<file path="src/asc_pkg.sv">
`default_nettype none
package asc_pkg;

	localparam int TBL_SLOTS = 8;
	localparam int SLOT_W = 3;
	localparam int CFG_IDX_W = 8;
	localparam int SAMPLE_W = 10;

	typedef enum logic [CFG_IDX_W-1:0] {
		CFG_SCAN_ENABLE    = 8'd0,
		CFG_CHANNEL_TABLE  = 8'd1,
		CFG_REFERENCE_BITS = 8'd2,
		CFG_WIDE_CHANNELS  = 8'd3
	} cfg_reg_t;

	typedef enum logic {
		KIND_CONVERSION = 1'b0,
		KIND_READ       = 1'b1
	} item_kind_t;

	localparam logic [7:0] CH_UNUSED = 8'hFF;
	localparam logic [7:0] CH_LIMIT_WIDE = 8'd16;
	localparam logic [7:0] CH_LIMIT_NARROW = 8'd8;
	localparam int CH_HIGH_BIT = 3;

	localparam logic [63:0] CHAN_TBL_RST = 64'hFFFF_FFFF_FFFF_FFFF;
	localparam logic [7:0] REF_BITS_RST = 8'd64;
	localparam logic WIDE_RST = 1'b1;

endpackage
`default_nettype wire

</file>
<file path="src/adc_scan_sequencer_top.sv">
// done is registered from the stage-1 valid, itself registered from the accepted start; it is high for one cycle.
// A new item is not taken while busy is high; busy covers the sample RAM read.
// Next-slot search is a combinational priority pick over the slot table.
// Reset clears config to defaults, pointer to slot 0 and all per-slot valid bits,
// so every stored sample reads as zero until written. The receiver cannot stall.
`default_nettype none
module adc_scan_sequencer_top #(
	parameter int SLOTS = 8
) (
	input  wire logic                              clk,
	input  wire logic                              arst_n,
	input  wire logic                              start,
	output logic                                   busy,
	input  wire logic                              kind,
	input  wire logic [asc_pkg::SAMPLE_W-1:0]      sample,
	input  wire logic [7:0]                        read_index,
	output logic                                   done,
	output logic      [asc_pkg::SAMPLE_W-1:0]      read_value,
	output logic      [7:0]                        mux_byte,
	output logic                                   high_mux_bit,
	output logic                                   start_next,
	input  wire logic                              cfg_valid,
	output logic                                   cfg_ready,
	input  wire logic [asc_pkg::CFG_IDX_W-1:0]     cfg_index,
	input  wire logic [63:0]                       cfg_data
);

	localparam int AW = SLOTS > 1 ? $clog2(SLOTS) : 1;
	localparam int CW = asc_pkg::SLOT_W + 1;

	// configuration
	logic        scan_en_q;
	logic [63:0] chan_tbl_q;
	logic [7:0]  ref_bits_q;
	logic        wide_q;

	logic [AW-1:0]    ptr_q;
	logic [SLOTS-1:0] vld_q;

	logic       vld_s1;
	logic       kind_s1;
	logic       rd_ok_s1;
	logic       start_s1;
	logic [7:0] mux_s1;
	logic       hi_s1;

	logic accept;
	logic is_read;
	logic conv_we;
	logic rd_in_range;
	logic rd_ok;
	logic [7:0] chan_a [asc_pkg::TBL_SLOTS];
	logic [7:0] rd_ch;
	logic [7:0] ch_limit;
	logic found;
	logic [AW-1:0] nxt_ptr;
	logic [7:0] nxt_ch;
	logic [asc_pkg::SAMPLE_W-1:0] ram_rdata;

	assign busy = vld_s1;
	assign cfg_ready = ~vld_s1;
	assign accept = start & ~busy;
	assign is_read = (kind == asc_pkg::KIND_READ);
	assign conv_we = accept & ~is_read & scan_en_q;

	always_comb begin
		for (int i = 0; i < asc_pkg::TBL_SLOTS; i++) begin
			chan_a[i] = chan_tbl_q[8*i +: 8];
		end
	end

	// read validity
	assign ch_limit = wide_q ? asc_pkg::CH_LIMIT_WIDE : asc_pkg::CH_LIMIT_NARROW;
	assign rd_in_range = read_index < 8'(SLOTS);
	assign rd_ch = chan_a[read_index[asc_pkg::SLOT_W-1:0]];
	assign rd_ok = rd_in_range && (rd_ch < ch_limit) && vld_q[AW'(read_index)];

	// next used slot after the current one, wrapping; smallest step wins
	always_comb begin
		logic [CW-1:0] cand;
		found = 1'b0;
		nxt_ptr = ptr_q;
		nxt_ch = '0;
		for (int k = SLOTS; k >= 1; k--) begin
			cand = CW'(ptr_q) + CW'(k);
			if (cand >= CW'(SLOTS)) begin
				cand = cand - CW'(SLOTS);
			end
			if (chan_a[cand[asc_pkg::SLOT_W-1:0]] != asc_pkg::CH_UNUSED) begin
				found = 1'b1;
				nxt_ptr = AW'(cand);
				nxt_ch = chan_a[cand[asc_pkg::SLOT_W-1:0]];
			end
		end
	end

	asc_ram #(
		.WIDTH(asc_pkg::SAMPLE_W),
		.DEPTH(SLOTS)
	) u_store (
		.clk  (clk),
		.we   (conv_we),
		.waddr(ptr_q),
		.wdata(sample),
		.re   (accept & is_read),
		.raddr(AW'(read_index)),
		.rdata(ram_rdata)
	);

	always_ff @(posedge clk or negedge arst_n) begin
		if (!arst_n) begin
			scan_en_q  <= 1'b0;
			chan_tbl_q <= asc_pkg::CHAN_TBL_RST;
			ref_bits_q <= asc_pkg::REF_BITS_RST;
			wide_q     <= asc_pkg::WIDE_RST;
		end else if (cfg_valid && cfg_ready) begin
			unique case (cfg_index)
				asc_pkg::CFG_SCAN_ENABLE:    scan_en_q  <= cfg_data[0];
				asc_pkg::CFG_CHANNEL_TABLE:  chan_tbl_q <= cfg_data;
				asc_pkg::CFG_REFERENCE_BITS: ref_bits_q <= cfg_data[7:0];
				asc_pkg::CFG_WIDE_CHANNELS:  wide_q     <= cfg_data[0];
				default: ;
			endcase
		end
	end

	always_ff @(posedge clk or negedge arst_n) begin
		if (!arst_n) begin
			ptr_q    <= '0;
			vld_q    <= '0;
			vld_s1   <= 1'b0;
			kind_s1  <= 1'b0;
			rd_ok_s1 <= 1'b0;
			start_s1 <= 1'b0;
			mux_s1   <= '0;
			hi_s1    <= 1'b0;
		end else begin
			vld_s1 <= accept;
			if (accept) begin
				kind_s1  <= is_read;
				rd_ok_s1 <= is_read & rd_ok;
				start_s1 <= conv_we & found;
				mux_s1   <= (conv_we & found) ? ({5'd0, nxt_ch[2:0]} | ref_bits_q) : '0;
				hi_s1    <= conv_we & found & wide_q & nxt_ch[asc_pkg::CH_HIGH_BIT];
			end
			if (conv_we) begin
				vld_q[ptr_q] <= 1'b1;
				if (found) begin
					ptr_q <= nxt_ptr;
				end
			end
		end
	end

	// result register: one-cycle strobe
	always_ff @(posedge clk or negedge arst_n) begin
		if (!arst_n) begin
			done         <= 1'b0;
			read_value   <= '0;
			mux_byte     <= '0;
			high_mux_bit <= 1'b0;
			start_next   <= 1'b0;
		end else begin
			done <= vld_s1;
			if (vld_s1) begin
				read_value   <= (kind_s1 && rd_ok_s1) ? ram_rdata : '0;
				mux_byte     <= mux_s1;
				high_mux_bit <= hi_s1;
				start_next   <= start_s1;
			end
		end
	end

	a_done_after_s1: assert property (@(posedge clk) disable iff (!arst_n)
		vld_s1 |=> done && !vld_s1)
		else $error("result strobe missing after stage 1");

	a_hi_needs_start: assert property (@(posedge clk) disable iff (!arst_n)
		done && high_mux_bit |-> start_next)
		else $error("high mux bit without a conversion start");

	a_read_excl_start: assert property (@(posedge clk) disable iff (!arst_n)
		(read_value != '0) |-> !start_next && !high_mux_bit)
		else $error("read result and conversion start together");

endmodule
`default_nettype wire

</file>
<file path="src/asc_ram.sv">
`default_nettype none
module asc_ram #(
	parameter int WIDTH = 10,
	parameter int DEPTH = 8
) (
	input  wire logic                                  clk,
	input  wire logic                                  we,
	input  wire logic [(DEPTH > 1 ? $clog2(DEPTH) : 1)-1:0] waddr,
	input  wire logic [WIDTH-1:0]                      wdata,
	input  wire logic                                  re,
	input  wire logic [(DEPTH > 1 ? $clog2(DEPTH) : 1)-1:0] raddr,
	output logic      [WIDTH-1:0]                      rdata
);

	logic [WIDTH-1:0] mem_q [DEPTH];

	always_ff @(posedge clk) begin
		if (we) begin
			mem_q[waddr] <= wdata;
		end
		if (re) begin
			rdata <= mem_q[raddr];
		end
	end

endmodule
`default_nettype wire

</file>
<file path="config.mk">
export PLATFORM = sky130hd
export DESIGN_NAME = adc_scan_sequencer_top
export DESIGN_NICKNAME = d
export VERILOG_FILES = /design/src/asc_pkg.sv /design/src/adc_scan_sequencer_top.sv /design/src/asc_ram.sv
export SDC_FILE = /design/constraint.sdc
export NUM_CORES = 1
export LEC_CHECK = 0
export ABC_AREA = 0
export BUFFER_PORTS_ARGS = -buffer_cell sky130_fd_sc_hd__buf_2
export CAP_MARGIN = 20
export CORE_MARGIN = 3
export CORE_UTILIZATION = 40
export CTS_CLUSTER_DIAMETER = 40
export DETAILED_ROUTE_END_ITERATION = 10
export HOLD_SLACK_MARGIN = 0.12
export PLACE_DENSITY = 0.63
export SLEW_MARGIN = 10
export SYNTH_ARGS = -nofsm -noshare
export SYNTH_HDL_FRONTEND = slang
export SYNTH_SLANG_ARGS = --single-unit
</file>
<file path="constraint.sdc">
create_clock -name clk -period 10.15 [get_ports clk]
set_input_delay 0 -clock clk [delete_from_list [all_inputs] [get_ports clk]]
set_output_delay 0 -clock clk [all_outputs]
set_load 0.01 [all_outputs]
</file>
==> results.ini <==
[status]
status=finished, final reports clean

[logic_synthesis]
synth_edf_count=90
ys_ff_latch=209
avgSynthCellArea_um2=14.7
synth-adder-area-share_pct=0.802
synth_cell_types=80
synthMuxAreaShare_pct=27.3
ys_warn_count=0
ys.flop_type=edfxtp_1
syn-cell-area_mm2=0.0109
synth_compound_area_share_pct=7.46
ys_seq_area_share_pct=52.8
synthSimpleGateAreaFrac_pct=8.37
synth_xor_xnor_area_share_pct=0.321
synth_top_family_by_area=multiplexers
synthCells=743
async_flop_share_pct=56.9
synth_nets=845

[worst_setup_path]
reg2reg_depth=12
crit_required_ps=10520
end_kind=flip-flop
crit_type=flip-flop to flip-flop
start_kind=flip-flop
path_cells=buf_4 > inv_2 > ha_1 > buf_16 > mux4_2 > and2_1 > o211ai_1 > a21oi_1 > nand2_1 > o41a_1 > a21boi_1 > xnor2_1
r2r-start=ptr_q[0]$_DFFE_PN0P_
crit_arrival_ps=5410
crit_fanout=61
timing.reg2reg.setup_slack_ps=5120
max_stage_delay_ps=660
crit_slowest_cell=a21oi_1
reg2reg_to=ptr_q[0]$_DFFE_PN0P_

[timing]
setup_tns_ps=0
period_needed_ps=5030
rsz0062_at_grt=false
final-hold-violation-count=0
clock_skew_ps=19.7
finalCritPeriodShare_pct=49.6
tightest_slew_ps=1050
fmax_ghz=0.199
timing.final.max_slew_violations=0
relSlewSlack_pct=29.9
setup_viol=0

[clock_tree]
cts.sinks=209
cts_buffers=35
cts_root_buffer=clkbuf_16
cts_tree=done
cts_buffer_depth=3
htreeDepth=2
path_clk_slew_ps=50
worstSkewPairLatency_ps=520
post-cts-setup-buffer-count=0

[place]
place_inst=1158
place_area_mm2=0.0117
dp_hpwl_um=19100
place_congestion=0.954
portBuffers=117

[cells_and_area]
final_nets=1052
register_area_mm2=0.00577
layout-drive-gt1-share_pct=46.3
antenna_cells=0
final_util_pct=52.4
final_cells=1312
num-fill-cells=2192
area_growth_pct=26.8
final_area_mm2=0.0139
multi_input_area_mm2=0.00484

[route]
drt_pass1_iterations=5
finalWirelength_um=28400
vias=7477
drt_iter0_markers=560
routed_via_density=5.70
drcViolationCount=0
ant_nets=0
routedWlPerCell_um=21.7

[die]
pin_count=118
die-area_mm2=0.0293
initial_core_util_pct=41.3
core_area_mm2=0.0264
die_h_um=171
rows=59
die_w_um=171

[worst_hold_path]
hold_path_depth=3
hold_class=primary input to flip-flop
hp-start=cfg_data[41]
hold_end=chan_tbl_q[41]$_DFFE_PN1P_

[global_route]
grt_first_pass_wirelength_um=44700
grt_use_total_pct=19.9
grt_max_degree=78
antenna_found_initial=0
overflow=0
grt_pass1_vias=7564

[power_and_ir_drop]
powerDensity_mw_per_mm2=175
p_total_uw=2430
p_leak_uw=0.00552
irDropWorstVdd_mv=0.103

[run]
max_cap_viol_count=0

-- worst max-delay path by stage --
stage	from	to	slack, ps	depth (start not counted)
6_report	ptr_q[0]$_DFFE_PN0P_	ptr_q[0]$_DFFE_PN0P_	5120	12
5_1_grt	ptr_q[0]$_DFFE_PN0P_	ptr_q[0]$_DFFE_PN0P_	4710	12
4_1_cts	ptr_q[0]$_DFFE_PN0P_	ptr_q[0]$_DFFE_PN0P_	4740	11
3_5_place_dp	ptr_q[0]$_DFFE_PN0P_	ptr_q[0]$_DFFE_PN0P_	4730	11
3_3_place_gp	ptr_q[0]$_DFFE_PN0P_	ptr_q[0]$_DFFE_PN0P_	4840	11
2_1_floorplan	ptr_q[0]$_DFFE_PN0P_	mux_s1[1]$_DFFE_PN0P_	6550	15
-- kinds of logic (layout without fill, tap and decap cells) --
group / count (synthesis) / in the layout
adders and majority gates: 7 / 7
buffers and inverters: 55 / 289
AOI/OAI and AO/OA: 107 / 107
muxes: 191 / 191
and+or+nand+nor: 170 / 170
DFF: 209 / 209
xor gates and xnor gates: 4 / 4
-- placed cells by master, fill, tap and decap left out, types with 4 or more instances in the layout --
| cell type | Yosys | layout |
|---|---|---|
| a21oi_1 | 12 | 12 |
| dlygate4sd3_1 | 0 | 89 |
| inv_8 | 0 | 4 |
| nand2b_1 | 9 | 9 |
| and2_1 | 7 | 7 |
| nor2_1 | 20 | 20 |
| nor2b_1 | 6 | 6 |
| dfrtp_1 | 53 | 51 |
| nand4_1 | 11 | 11 |
| ha_1 | 7 | 7 |
| o21ai_0 | 12 | 12 |
| nand3_1 | 14 | 14 |
| clkinv_4 | 0 | 4 |
| a22o_1 | 16 | 16 |
| buf_2 | 9 | 116 |
| o21ai_1 | 4 | 4 |
| and3_1 | 13 | 13 |
| mux4_2 | 76 | 76 |
| o211ai_1 | 7 | 7 |
| mux2i_1 | 16 | 16 |
| clkinv_2 | 0 | 6 |
| buf_4 | 4 | 9 |
| nor3_1 | 4 | 4 |
| a31oi_1 | 6 | 6 |
| o22ai_1 | 9 | 9 |
| dfstp_2 | 66 | 66 |
| nor4b_1 | 6 | 6 |
| edfxtp_1 | 90 | 90 |
| mux2_2 | 99 | 99 |
| inv_1 | 6 | 6 |
| nand2_1 | 55 | 55 |
| or2_2 | 8 | 8 |
| clkbuf_16 | 0 | 36 |
-- what timing repair did --
| action | CTS | global route |
|---|---|---|
| endpoints found under the hold margin | 216 | 0 |
| hold buffers | 89 | 0 |
| gates resized for setup | 0 | 0 |
-- stage by stage --
stage | hold slack [ps] | setup WS (ps)
6_report | 244 | 5120
3_5_place_dp | 29.7 | 4730
3_3_place_gp | 32.9 | 4840
5_1_grt | 248 | 4710
4_1_cts | 226 | 4740
2_1_floorplan | -296 | 6550
-- layer usage --
metal / vias to the layer above / routed length, um / global-route usage [%]
met5: - / 0 / 0
met4: 0 / 617 / 6.05
met3: 45 / 1920 / 4.05
met2: 290 / 12300 / 28.6
met1: 3772 / 13600 / 30.5
li1: 3370 / - / -
-- cells in the mapped netlist (7+ instances only) --
cell type | instances | area, um^2
a21oi_1 | 12 | 60.1
a22o_1 | 16 | 140
and2_1 | 7 | 43.8
and3_1 | 13 | 81.3
buf_2 | 9 | 45.0
clkbuf_1 | 19 | 71.3
dfrtp_1 | 53 | 1330
dfstp_2 | 66 | 1730
edfxtp_1 | 90 | 2700
ha_1 | 7 | 87.6
mux2_2 | 99 | 1110
mux2i_1 | 16 | 160
mux4_2 | 76 | 1710
nand2_1 | 55 | 206
nand2b_1 | 9 | 56.3
nand3_1 | 14 | 70.1
nand4_1 | 11 | 68.8
nor2_1 | 20 | 75.1
o211ai_1 | 7 | 52.6
o21ai_0 | 12 | 60.1
o22ai_1 | 9 | 56.3
or2_2 | 8 | 50.1
-- layout make-up --
type | instances | share of cell area (%)
clock buffer | 38 | 6.56
clock inverter | 26 | 2.29
inverter | 10 | 0.271
multi-input combinational | 479 | 34.9
sequential | 209 | 41.6
tap | 335 | 3.03
timing repair buffer | 215 | 11.3
-- where the power goes --
part           total (uW)  switching [uW]  internal (uW)
Combinational         302             156            146
Sequential            931            20.5            910
Clock                1200             447            748
-- registers in the layout, indices dropped and copies added (netlist names), 3 cells and up --
name / count
ptr_q: 3
mux_byte: 8
u_store.rdata: 10
u_store.mem_q: 80
read_value: 10
chan_tbl_q: 64
vld_q: 8
mux_s1: 8
ref_bits_q: 8
-- critical path: cells and delay by family, from the launching register on --
kind / cells / cell delay (ps)
XOR/XNOR: 1 / 170
buffers and inverters: 3 / 1320
adder cells (fa/ha/maj): 1 / 630
AO/OA/AOI/OAI: 4 / 1600
flip-flops: 1 / 330
AND/OR/NAND/NOR: 2 / 440
multiplexers: 1 / 380
Power figures use the tool's default switching activity.
